`src/rtl/lgd_pkg.sv`:
```
// Shared types, codes and helpers of the linear regression trainer.
package lgd_pkg;

  localparam int unsigned MAX_SAMPLES_DEF = 128;
  localparam int unsigned VALUE_WIDTH_DEF = 32;
  localparam int unsigned FIELD_W         = 32;
  localparam int unsigned CFG_IDX_W       = 2;
  localparam int unsigned CFG_DATA_W      = 32;
  localparam int unsigned DIV_W           = 64;
  localparam int unsigned GRAD_W          = 48;

  localparam logic [CFG_IDX_W-1:0] REG_LEARN_RATE     = 2'd0;
  localparam logic [CFG_IDX_W-1:0] REG_STOP_THRESHOLD = 2'd1;
  localparam logic [CFG_IDX_W-1:0] REG_MAX_ITERATIONS = 2'd2;

  localparam logic [15:0] LEARN_RATE_RST     = 16'd655;
  localparam logic [31:0] STOP_THRESHOLD_RST = 32'd4295;
  localparam logic [7:0]  MAX_ITERATIONS_RST = 8'd100;

  localparam logic [1:0] CMD_CLEAR   = 2'd0;
  localparam logic [1:0] CMD_LOAD    = 2'd1;
  localparam logic [1:0] CMD_TRAIN   = 2'd2;
  localparam logic [1:0] CMD_PREDICT = 2'd3;

  localparam logic [1:0] STAT_OK    = 2'd0;
  localparam logic [1:0] STAT_FULL  = 2'd1;
  localparam logic [1:0] STAT_EMPTY = 2'd2;

  typedef struct packed {
    logic [1:0]         cmd;
    logic signed [31:0] x_value;
    logic signed [31:0] y_value;
    logic signed [31:0] init_bias;
    logic signed [31:0] init_slope;
  } in_item_t;

  typedef struct packed {
    logic [1:0]         status;
    logic signed [31:0] bias_out;
    logic signed [31:0] slope_out;
    logic [63:0]        cost_out;
    logic signed [31:0] prediction;
    logic [7:0]         passes_used;
  } out_item_t;

  typedef enum logic [4:0] {
    OP_NONE, OP_CAPTURE, OP_CLEAR, OP_LOAD, OP_FULL, OP_EMPTY, OP_TINIT,
    OP_RD, OP_MSX, OP_RES, OP_MDD, OP_MDX, OP_ACC,
    OP_DIVC, OP_DIV0, OP_DIV1, OP_FIRST, OP_EVAL, OP_UMUL, OP_UPD,
    OP_PMUL, OP_PRED, OP_OUT
  } dp_op_e;

  typedef enum logic [1:0] {
    SEL_COST, SEL_G0, SEL_G1
  } div_sel_e;

  typedef enum logic [4:0] {
    ST_IDLE, ST_DEC, ST_RD, ST_MSX, ST_RES, ST_MDD, ST_MDX, ST_ACC,
    ST_DIVC, ST_WDC, ST_DIV0, ST_WD0, ST_DIV1, ST_WD1, ST_EVAL,
    ST_UMUL, ST_UPD, ST_PMUL, ST_PRED, ST_DONE
  } state_e;

  typedef struct packed {
    dp_op_e op;
  } dp_cmd_t;

  typedef struct packed {
    logic [1:0] cmd;
    logic       cnt_zero;
    logic       cnt_full;
    logic       last;
    logic       div_done;
    logic       first;
    logic       maxit_zero;
    logic       stop;
    logic       passes_last;
  } dp_stat_t;

  // Clamp to a signed w-bit range, returned in the 32-bit field.
  function automatic logic [31:0] sat_val(input logic signed [63:0] v,
                                          input int unsigned w);
    logic signed [63:0] hi;
    logic signed [63:0] lo;
    hi = (64'sd1 <<< (w - 1)) - 64'sd1;
    lo = -hi - 64'sd1;
    if (v > hi) return hi[31:0];
    else if (v < lo) return lo[31:0];
    else return v[31:0];
  endfunction

endpackage

```
`src/rtl/lgd_ctrl.sv`:
```
// Controller: command sequencing, sample walk, training loop and handshakes.
module lgd_ctrl (
  input  logic              clk_i,
  input  logic              rst_ni,
  input  logic              in_valid_i,
  output logic              in_ready_o,
  output logic              out_valid_o,
  input  logic              out_ready_i,
  input  lgd_pkg::dp_stat_t stat_i,
  output lgd_pkg::dp_cmd_t  cmd_o
);

  lgd_pkg::state_e state_q, state_d;
  logic            out_valid_q, out_valid_d;
  logic            out_free;

  assign out_free = !out_valid_q || out_ready_i;

  always_comb begin
    state_d = state_q;
    case (state_q)
      lgd_pkg::ST_IDLE: if (in_valid_i) state_d = lgd_pkg::ST_DEC;
      lgd_pkg::ST_DEC: begin
        case (stat_i.cmd)
          lgd_pkg::CMD_TRAIN:
            state_d = stat_i.cnt_zero ? lgd_pkg::ST_DONE : lgd_pkg::ST_RD;
          lgd_pkg::CMD_PREDICT: state_d = lgd_pkg::ST_PMUL;
          default:              state_d = lgd_pkg::ST_DONE;
        endcase
      end
      lgd_pkg::ST_RD:  state_d = lgd_pkg::ST_MSX;
      lgd_pkg::ST_MSX: state_d = lgd_pkg::ST_RES;
      lgd_pkg::ST_RES: state_d = lgd_pkg::ST_MDD;
      lgd_pkg::ST_MDD: state_d = lgd_pkg::ST_MDX;
      lgd_pkg::ST_MDX: state_d = lgd_pkg::ST_ACC;
      lgd_pkg::ST_ACC: state_d = stat_i.last ? lgd_pkg::ST_DIVC : lgd_pkg::ST_RD;
      lgd_pkg::ST_DIVC: state_d = lgd_pkg::ST_WDC;
      lgd_pkg::ST_WDC:  if (stat_i.div_done) state_d = lgd_pkg::ST_DIV0;
      lgd_pkg::ST_DIV0: state_d = lgd_pkg::ST_WD0;
      lgd_pkg::ST_WD0:  if (stat_i.div_done) state_d = lgd_pkg::ST_DIV1;
      lgd_pkg::ST_DIV1: state_d = lgd_pkg::ST_WD1;
      lgd_pkg::ST_WD1:  if (stat_i.div_done) state_d = lgd_pkg::ST_EVAL;
      lgd_pkg::ST_EVAL: begin
        if (stat_i.first) begin
          state_d = stat_i.maxit_zero ? lgd_pkg::ST_DONE : lgd_pkg::ST_UMUL;
        end else begin
          state_d = (stat_i.stop || stat_i.passes_last) ? lgd_pkg::ST_DONE
                                                         : lgd_pkg::ST_UMUL;
        end
      end
      lgd_pkg::ST_UMUL: state_d = lgd_pkg::ST_UPD;
      lgd_pkg::ST_UPD:  state_d = lgd_pkg::ST_RD;
      lgd_pkg::ST_PMUL: state_d = lgd_pkg::ST_PRED;
      lgd_pkg::ST_PRED: state_d = lgd_pkg::ST_DONE;
      lgd_pkg::ST_DONE: if (out_free) state_d = lgd_pkg::ST_IDLE;
      default: state_d = lgd_pkg::ST_IDLE;
    endcase
  end

  always_comb begin
    in_ready_o = 1'b0;
    cmd_o.op   = lgd_pkg::OP_NONE;
    case (state_q)
      lgd_pkg::ST_IDLE: begin
        in_ready_o = 1'b1;
        if (in_valid_i) cmd_o.op = lgd_pkg::OP_CAPTURE;
      end
      lgd_pkg::ST_DEC: begin
        case (stat_i.cmd)
          lgd_pkg::CMD_CLEAR: cmd_o.op = lgd_pkg::OP_CLEAR;
          lgd_pkg::CMD_LOAD:
            cmd_o.op = stat_i.cnt_full ? lgd_pkg::OP_FULL : lgd_pkg::OP_LOAD;
          lgd_pkg::CMD_TRAIN:
            cmd_o.op = stat_i.cnt_zero ? lgd_pkg::OP_EMPTY : lgd_pkg::OP_TINIT;
          default: cmd_o.op = lgd_pkg::OP_NONE;
        endcase
      end
      lgd_pkg::ST_RD:   cmd_o.op = lgd_pkg::OP_RD;
      lgd_pkg::ST_MSX:  cmd_o.op = lgd_pkg::OP_MSX;
      lgd_pkg::ST_RES:  cmd_o.op = lgd_pkg::OP_RES;
      lgd_pkg::ST_MDD:  cmd_o.op = lgd_pkg::OP_MDD;
      lgd_pkg::ST_MDX:  cmd_o.op = lgd_pkg::OP_MDX;
      lgd_pkg::ST_ACC:  cmd_o.op = lgd_pkg::OP_ACC;
      lgd_pkg::ST_DIVC: cmd_o.op = lgd_pkg::OP_DIVC;
      lgd_pkg::ST_DIV0: cmd_o.op = lgd_pkg::OP_DIV0;
      lgd_pkg::ST_DIV1: cmd_o.op = lgd_pkg::OP_DIV1;
      lgd_pkg::ST_EVAL:
        cmd_o.op = stat_i.first ? lgd_pkg::OP_FIRST : lgd_pkg::OP_EVAL;
      lgd_pkg::ST_UMUL: cmd_o.op = lgd_pkg::OP_UMUL;
      lgd_pkg::ST_UPD:  cmd_o.op = lgd_pkg::OP_UPD;
      lgd_pkg::ST_PMUL: cmd_o.op = lgd_pkg::OP_PMUL;
      lgd_pkg::ST_PRED: cmd_o.op = lgd_pkg::OP_PRED;
      lgd_pkg::ST_DONE: if (out_free) cmd_o.op = lgd_pkg::OP_OUT;
      default: cmd_o.op = lgd_pkg::OP_NONE;
    endcase
  end

  assign out_valid_d = (cmd_o.op == lgd_pkg::OP_OUT) ? 1'b1 : (out_valid_q && !out_ready_i);

  always_ff @(posedge clk_i or negedge rst_ni) begin
    if (!rst_ni) begin
      state_q     <= lgd_pkg::ST_IDLE;
      out_valid_q <= 1'b0;
    end else begin
      state_q     <= state_d;
      out_valid_q <= out_valid_d;
    end
  end

  assign out_valid_o = out_valid_q;

endmodule

```
`config.mk`:
```
export PLATFORM = sky130hd
export DESIGN_NAME = lgd_ctrl
export DESIGN_NICKNAME = d
export VERILOG_FILES = /design/src/rtl/lgd_pkg.sv /design/src/rtl/lgd_ctrl.sv
export SDC_FILE = /design/constraint.sdc
export NUM_CORES = 1
export LEC_CHECK = 0
export BUFFER_PORTS_ARGS = -buffer_cell sky130_fd_sc_hd__buf_2
export CAP_MARGIN = 20
export CORE_MARGIN = 2
export CORE_UTILIZATION = 25
export CTS_CLUSTER_DIAMETER = 50
export DETAILED_ROUTE_END_ITERATION = 10
export PLACE_DENSITY = 0.55
export SLEW_MARGIN = 20
export SYNTH_ARGS = -nofsm -noshare
export SYNTH_HDL_FRONTEND = slang
export SYNTH_SLANG_ARGS = --single-unit
```
`constraint.sdc`:
```
create_clock -name clk_i -period 2.1 [get_ports clk_i]
set_input_delay 0.21 -clock clk_i [delete_from_list [all_inputs] [get_ports clk_i]]
set_output_delay 0.21 -clock clk_i [all_outputs]
set_load 0.01 [all_outputs]
```
# Yosys cells after proc, flatten, opt, wreduce, memory -nomap -nowiden
# Index checks and enable logic that the tools add are counted.
[totals]
regBits = 6
out_inout_bits = 7
word_cells = 59
input_bits = 14
[classes]
n_reduce_logical = 8
muxes = 21
eq_ne = 28
[op_table]
columns = ["cell", "n"]
rows = [
  ["5-bit case mux with 20 select lines", 1],
  ["5-bit case mux with 17 select lines", 1],
  ["5-bit 2-to-1 mux", 10],
  ["5-bit by 4-bit == test with 1-bit output, second input constant", 8],
  ["5-bit == test, second input constant", 5],
  ["5-bit by 3-bit == test with 1-bit output, second input constant", 4],
  ["5-bit by 2-bit == test with 1-bit output, second input constant", 2],
  ["2-bit != test, second input constant", 5],
  ["5-bit case mux with 2 select lines", 1],
  ["3-bit case mux with 3 select lines", 1],
  ["5-bit by 1-bit == test with 1-bit output, second input constant", 1],
  ["5-bit zero test", 1],
  ["5-bit AND reduction", 1],
  ["2-bit == test, second input constant", 2],
  ["1-bit 2-to-1 mux", 4],
  ["4-bit 2-to-1 mux", 1],
  ["3-bit 2-to-1 mux", 1],
  ["2-bit by 1-bit == test with 1-bit output, second input constant", 1],
  ["1-bit zero test", 2],
  ["2-bit zero test", 1],
  ["1-bit logical OR", 2],
  ["2-bit 2-to-1 mux", 1],
  ["1-bit logical AND", 1],
]

# Depth between registers and ports, before layout
# Gate-level depths: netlist (run 1).
[logic_depth]
ltp_word = 6
depth_mapped = 6
ltp_nobuf = 4

# Least setup slack after synthesis (run 1)
# Ideal clock, no wire load.
[synth_path]
path_type = "register to output"
startpoint = "register state_q[3]"
endpoint = "output cmd_o[1] (netlist bit)"
stages_incl_launch_ff = 6
t_required_ns = 1.890
setup_slack_ns = 0.531
n_path_buf = 1
arrival_time_ns = 1.359
path_cell_list = "dfrtp_1 or3b_1 buf_2 o21a_1 o32a_1 a21oi_2"
[synth_lines]
columns = ["item", "line", "source"]
rows = [
  ["start: declaration", "lgd_ctrl.sv:13", "lgd_pkg::state_e state_q, state_d;"],
  ["start signal: assignment", "lgd_ctrl.sv:102", "state_q <= lgd_pkg::ST_IDLE;"],
  ["start signal: assignment", "lgd_ctrl.sv:105", "state_q <= state_d;"],
  ["end: declaration", "lgd_ctrl.sv:10", "output lgd_pkg::dp_cmd_t cmd_o"],
]

==> results of run 1 <==
[sequential cells by signal (all words and copies together), names as in the netlist]
name and count:
state_q 5, out_valid_o 1
[metal layers]
metal	global-route usage (%)	routed length, µm	up-vias
li1	-	-	430
met1	15.90	931	415
met2	22.31	1111	35
met3	2.418	136	6
met4	10.30	40	0
met5	0	0	-
[worst max-delay path: cells and delay by family, from the launching register on]
family                 cells  cell delay, ps
DFF                        1             420
AOI/OAI and AO/OA          3             460
buffers and inverters      1             130
and+or+nand+nor            1             500
[logic make-up after synthesis]
group           Yosys count  synth area share (%)
buf+inv                  11                 7.129
compound gates           36                 34.64
flops                     6                 20.37
simple gates             49                 35.32
mux                       1                 1.358
xor+xnor                  1                 1.189
[synthesized netlist by cell type, types with 3 or more instances]
cell,instances
sky130_fd_sc_hd__nor2_1,11
sky130_fd_sc_hd__buf_2,9
sky130_fd_sc_hd__nand2_1,9
sky130_fd_sc_hd__nand2b_1,9
sky130_fd_sc_hd__a21oi_1,6
sky130_fd_sc_hd__dfrtp_1,6
sky130_fd_sc_hd__nor3_1,4
sky130_fd_sc_hd__o21ai_0,4
sky130_fd_sc_hd__nand3_1,3
sky130_fd_sc_hd__o21a_1,3
sky130_fd_sc_hd__o21ai_1,3
sky130_fd_sc_hd__o22ai_1,3
sky130_fd_sc_hd__or3_1,3
sky130_fd_sc_hd__or3b_1,3
[cells in the final DEF (no fill, tap or decap), drive strengths merged, types with 3 or more instances in the layout]
cell type	n
dfrtp	6
clkbuf	3
nor2	11
nand2	9
o22ai	3
nor3	4
o21a	3
nand2b	9
or3	3
a21oi	7
o21ai	7
or3b	3
buf	25
nand3	3
[how the worst min path moves through the flow]
stage / start / endpoint / slack [ps]
finish: stat_i[5] / state_q[3] / 270
global route: stat_i[5] / state_q[3] / 270
CTS: stat_i[5] / state_q[3] / 270
detailed placement: rst_ni / state_q[3] / 50
global placement: rst_ni / state_q[3] / 50
floorplan: rst_ni / out_valid_o / -90
[what timing repair did]
action,CTS,global route
hold endpoints to repair,6,0
buffers inserted,0,0
resized for setup,0,1
setup endpoints to repair,0,2
hold buffers,1,0
[final cells by class]
cell class	instances	area, µm²	area share [%]
tap	31	38.79	4.300
multi-input combinational	87	534.3	59.22
clock buffer	3	22.52	2.497
inverter	2	7.507	0.8322
timing repair buffer	26	147.6	16.37
sequential	6	151.4	16.78
[where the power goes]
part           internal (W)  switching, W
logic              0.000362      0.000468
clock network     0.0000652     0.0000506
registers          0.000162     0.0000966
[metrics by stage]
stage | setup WS, ps | hold WS [ps] | area, µm² | power (W) | utilization, %
floorplan | 530.5 | -85.59 | 737.0 | 0.0008475 | -
global placement | 395.2 | 52.52 | 868.3 | 0.001079 | 31.22
detailed placement | 349.7 | 48.53 | 868.3 | 0.001082 | 31.22
CTS | 61.02 | 272.9 | 900.9 | 0.001206 | 32.39
global route | 38.84 | 269.9 | 902.1 | 0.001301 | 32.43
finish | 124.2 | 273.3 | 902.1 | 0.001205 | 32.43
==> reports/metrics.cfg, run 1 <==
[outcome]
outcome=complete, no violations

[yosys]
dominantRegCellSynth=sky130_fd_sc_hd__dfrtp_1
synth_enable_flop_cells=0
ys_seq_area_share_pct=20.37
synthDistinctLibCells=38
synth_top_area_share_pct=20.37
syn_inst_count=104
synthTopCellsByArea=sky130_fd_sc_hd__dfrtp_1 20%, sky130_fd_sc_hd__nand2b_1 7.6%, sky130_fd_sc_hd__buf_2 6.1%
postSynthNetCount=118
synth_area_um2=737.0
post_synth.cell_area_avg_um2=7.086
synth_warnings=0
synth-seq-cells=6
synth_top_cell_by_area=sky130_fd_sc_hd__dfrtp_1
ys_async_sr_fraction_pct=100.0

[clock_network]
clock_sinks=6
cts_htree_levels=1
cts_tree=done
clk_latency_ps=260
worst_setup_hold_path_clk_slew_ps=40
clock_path_buffers=2
cts_root_buf=sky130_fd_sc_hd__clkbuf_4
cts_made_buffers=3

[worst_setup_path]
crit_slowest_cell=sky130_fd_sc_hd__or3b_1
worstSetupEndpoint=cmd_o[1]
critical_path_required_ps=1890
worst_setup_path_end_kind=output port
worstSetupPathType=reg2out
critical_path.startpoint_type=register
rrSetupSlack_ps=480
timing.critical_path.from=state_q[4]
regToRegStartpoint=state_q[1]
crit_arrival_ps=1770
worstRegToRegCells=3
critical_path_peak_fanout=7
worstPathCellList=or3b_1 -> o21a_1 -> o32a_1 -> a21oi_2 -> buf_2
cp_slowest_stage_delay_ps=500
crit-reg2reg-capture=state_q[2]

[global_route]
via_count_of_the_first_global_routing_pass=836
globalRouteOverflowTotal=0
maximum_number_of_pins_on_one_net_before_global_route_repair=19
grtUsageTotal_pct=13.68
global_route_wire_length_before_repair_um=3574
antenna_found_initial=0

[timing]
post_layout_minimum_cycle_time_ps=1976
tightestPinTransition_ps=333.2
period_share_pct=94.09
clock-skew-final_ps=8.971
slew-limit-headroom_pct=77.73
slew_violations=0
max_clock_freq_ghz=0.5061
hold_viol=0
setup_viol_count_final=0
setup_tns_ps=0
grt_setup_unrepaired=no

[placed_design]
gp_congestion=0.8145
hpwl_um=1726
portBuffers=20
place_inst=151

[route]
first_pass_iters=4
detail_route.vias_per_cell=5.716
wl_per_cell_um=14.33
final_antenna_net_count=0
initialDrtViolationCount=31
final_routed_drc_violation_total=0
detailroute.via_count=886
detail_route.wirelength_um=2221

[hold_path]
hold_crit_path_type=in2reg
worst_hold_depth=3

[flow_run]
maxCapViolations=0

[floorplanning]
die_width_um=58.30
io_pins=21
placementRows=19
placeableCoreArea_um2=2781
initial_utilization_pct=26.50
die_h_um=58.30
die_area_um2=3398

[layout]
syn2layout_area_growth_pct=22.41
design.final.nets=140
fin_cells=155
n_fill_cell=297
final_layout_size_suffix_gt1_share_pct=26.61
n_antenna_cell=0

[power_and_ir_drop]
leakage_nw=0.3721
irDropWorstVdd_uv=561.2
power_per_cell_area_nw_per_um2=1336

(Power assumes the default switching activity.)
==> inputs of run 2 (changes only) <==
--- a/config.mk
+++ b/config.mk
@@ -12,6 +12,7 @@
 export CTS_CLUSTER_DIAMETER = 50
 export DETAILED_ROUTE_END_ITERATION = 10
 export PLACE_DENSITY = 0.55
+export RECOVER_POWER = 25
 export SLEW_MARGIN = 20
 export SYNTH_ARGS = -nofsm -noshare
 export SYNTH_HDL_FRONTEND = slang
==> constraint.sdc (replaced) <==
create_clock -name clk_i -period 2.25 [get_ports clk_i]
set_input_delay 0.225 -clock clk_i [delete_from_list [all_inputs] [get_ports clk_i]]
set_output_delay 0.225 -clock clk_i [all_outputs]
set_load 0.01 [all_outputs]
==> run 2 against run 1 <==
Non-clock buffer count rose by 1; critical endpoint unchanged; register-to-register slack better by 110 ps; global-route usage is 0.31 points lower; flip-flop and latch count is the same; largest cell class unchanged; sequential power shrank 17%; clock-buffer cell count did not move; largest power group unchanged.
==> reports/metrics.cfg, run 2 (synthesized netlist as in run 1, its figures left out) <==
[clock_network]
cts_tree=done
cts_made_buffers=3  ; unchanged
worst_setup_hold_path_clk_slew_ps=40  ; about the same
cts_htree_levels=1  ; unchanged
cts_root_buf=sky130_fd_sc_hd__clkbuf_4
clock_path_buffers=2  ; unchanged
cts-resized-gates=0  ; unchanged
clk_latency_ps=250  ; about the same
clock_sinks=6  ; unchanged

[floorplanning]
io_pins=21  ; unchanged
die_width_um=58.30  ; unchanged
placementRows=19  ; unchanged
placeableCoreArea_um2=2781  ; unchanged
die_area_um2=3398  ; unchanged
initial_utilization_pct=26.50  ; unchanged
die_h_um=58.30  ; unchanged

[worst_setup_path]
critical_path_required_ps=2030  ; +140 ps
critical_path_peak_fanout=7  ; unchanged
rrSetupSlack_ps=590  ; +110 ps
worstSetupPathType=reg2out
worstRegToRegCells=4  ; +1
critical_path.startpoint_type=register
crit_arrival_ps=1710  ; -60 ps
regToRegStartpoint=state_q[1]
timing.critical_path.from=state_q[3]
worst_setup_path_end_kind=output port
worstSetupEndpoint=cmd_o[1]
crit-reg2reg-capture=state_q[2]

[route]
detail_route.vias_per_cell=5.340  ; -6.6%
initialDrtViolationCount=13  ; -58%
wl_per_cell_um=13.58  ; -5.2%
first_pass_iters=4  ; unchanged
detail_route.wirelength_um=2118  ; -4.6%
final_routed_drc_violation_total=0  ; unchanged
detailroute.via_count=833  ; -6.0%
final_antenna_net_count=0  ; unchanged

[timing]
max_clock_freq_ghz=0.5171
setup_viol_count_final=0  ; unchanged
slew_violations=0  ; unchanged
grt_setup_unrepaired=no
post_layout_minimum_cycle_time_ps=1934
hold_viol=0  ; unchanged
timing.hold.ws_ps=297.3  ; +23.99 ps
tightestPinTransition_ps=409.0  ; +75.75 ps
slew-limit-headroom_pct=72.74  ; -5.0 points
clock-skew-final_ps=1.886  ; -7.085 ps
setup_tns_ps=0  ; unchanged
period_share_pct=85.94

[hold_path]
min-delay-start=stat_i[5]
hold_crit_path_type=in2reg

[outcome]
outcome=complete, no violations

[layout]
mostFrequentLayoutCell=sky130_fd_sc_hd__buf_2
n_antenna_cell=0  ; unchanged
final_layout_size_suffix_gt1_share_pct=25.60  ; -1.0 points
layout.cell_area.non_filler_um2=907.1  ; +0.55%
max_flop_register=state_q
syn2layout_area_growth_pct=23.09
final_cell_mix=19 x sky130_fd_sc_hd__buf_2, 11 x sky130_fd_sc_hd__nor2_1, 9 x sky130_fd_sc_hd__nand2_1, 9 x sky130_fd_sc_hd__nand2b_1
final_util_pct=32.61  ; +0.18 points
n_fill_cell=310  ; +4.4%
largest_register_ffs=5  ; unchanged
design.final.nets=141  ; +0.71%

[power_and_ir_drop]
leakage_nw=0.3753  ; +0.87%
power_per_cell_area_nw_per_um2=1235  ; -7.5%
total_power_w=0.001121  ; -7.0%
irDropWorstVdd_uv=490.0  ; -13%

[global_route]
via_count_of_the_first_global_routing_pass=756  ; -9.6%
global_route_wire_length_before_repair_um=3436  ; -3.9%
grtUsageTotal_pct=13.37  ; -0.31 points
antenna_found_initial=0  ; unchanged
globalRouteOverflowTotal=0  ; unchanged
maximum_number_of_pins_on_one_net_before_global_route_repair=20  ; +1

[placed_design]
hpwl_um=1591  ; -7.8%
portBuffers=20  ; unchanged
gp_congestion=0.8057  ; -1.1%
placed_area_um2=875.8  ; +0.86%

[flow_run]
maxCapViolations=0  ; unchanged

-- run 2: cell count changes in the layout (fill, tap and decap cells not counted) --
| cell | previous run | this run |
|---|---|---|
| sky130_fd_sc_hd__dfrtp_1 | 5 | 6 |
| sky130_fd_sc_hd__buf_2 | 20 | 19 |
| sky130_fd_sc_hd__buf_4 | 5 | 6 |
| sky130_fd_sc_hd__dfrtp_2 | 1 | 0 |
| sky130_fd_sc_hd__clkbuf_1 | 0 | 1 |
-- run 2: cell type report --
type	count	area (µm²)	share of cell area [%]
Inverter	2	7.507	0.8276
Tap cell	31	38.79	4.276
Sequential cell	6	150.1	16.55
Timing Repair Buffer	27	153.9	16.97
Multi-Input combinational cell	87	534.3	58.90
Clock buffer	3	22.52	2.483
-- run 2: per-layer routing --
metal | up-vias | global-route usage [%] | part of all wire [%]
met3 | 4 | 0.6593 | 2.4
met4 | 0 | 10.30 | 2.5
met1 | 377 | 17.57 | 46
met5 | - | 0 | 0
li1 | 432 | - | -
met2 | 20 | 20.55 | 49
-- run 2: timing repair --
| item | CTS | global route |
|---|---|---|
| hold buffers | 1 | 0 |
| buffers inserted | 0 | 0 |
| hold endpoints to repair | 6 | 0 |
-- run 2: worst max-delay path: stages, from the launching register on --
cell	delay, ps
sky130_fd_sc_hd__dfrtp_1	360
sky130_fd_sc_hd__or3b_1	500
sky130_fd_sc_hd__o21a_1	160
sky130_fd_sc_hd__o32a_1	180
sky130_fd_sc_hd__a21oi_2	130
sky130_fd_sc_hd__buf_2	130
-- run 2: report_power, final --
group | switching (W) | internal, W | total, W
Combinational | 0.000456 | 0.000349 | 0.000805
Clock | 0.0000392 | 0.0000603 | 0.0000996
Sequential | 0.0000661 | 0.000150 | 0.000216
-- run 2: worst min path at each step --
stage | depth (start not counted) | end | slack (ps)
2_1_floorplan | 0 | out_valid_o | -70
4_1_cts | 3 | state_q[3] | 300
6_report | 3 | state_q[3] | 300
5_1_grt | 3 | state_q[3] | 320
3_3_place_gp | 1 | out_valid_o | 50
3_5_place_dp | 1 | out_valid_o | 50
-- run 2: per-stage QoR --
step                worst slack [ps]  std cells
floorplan                      665.5        104
global placement               587.7        152
detailed placement             569.4        152
CTS                            294.9        156
global route                   240.5        156
finish                         316.3        156
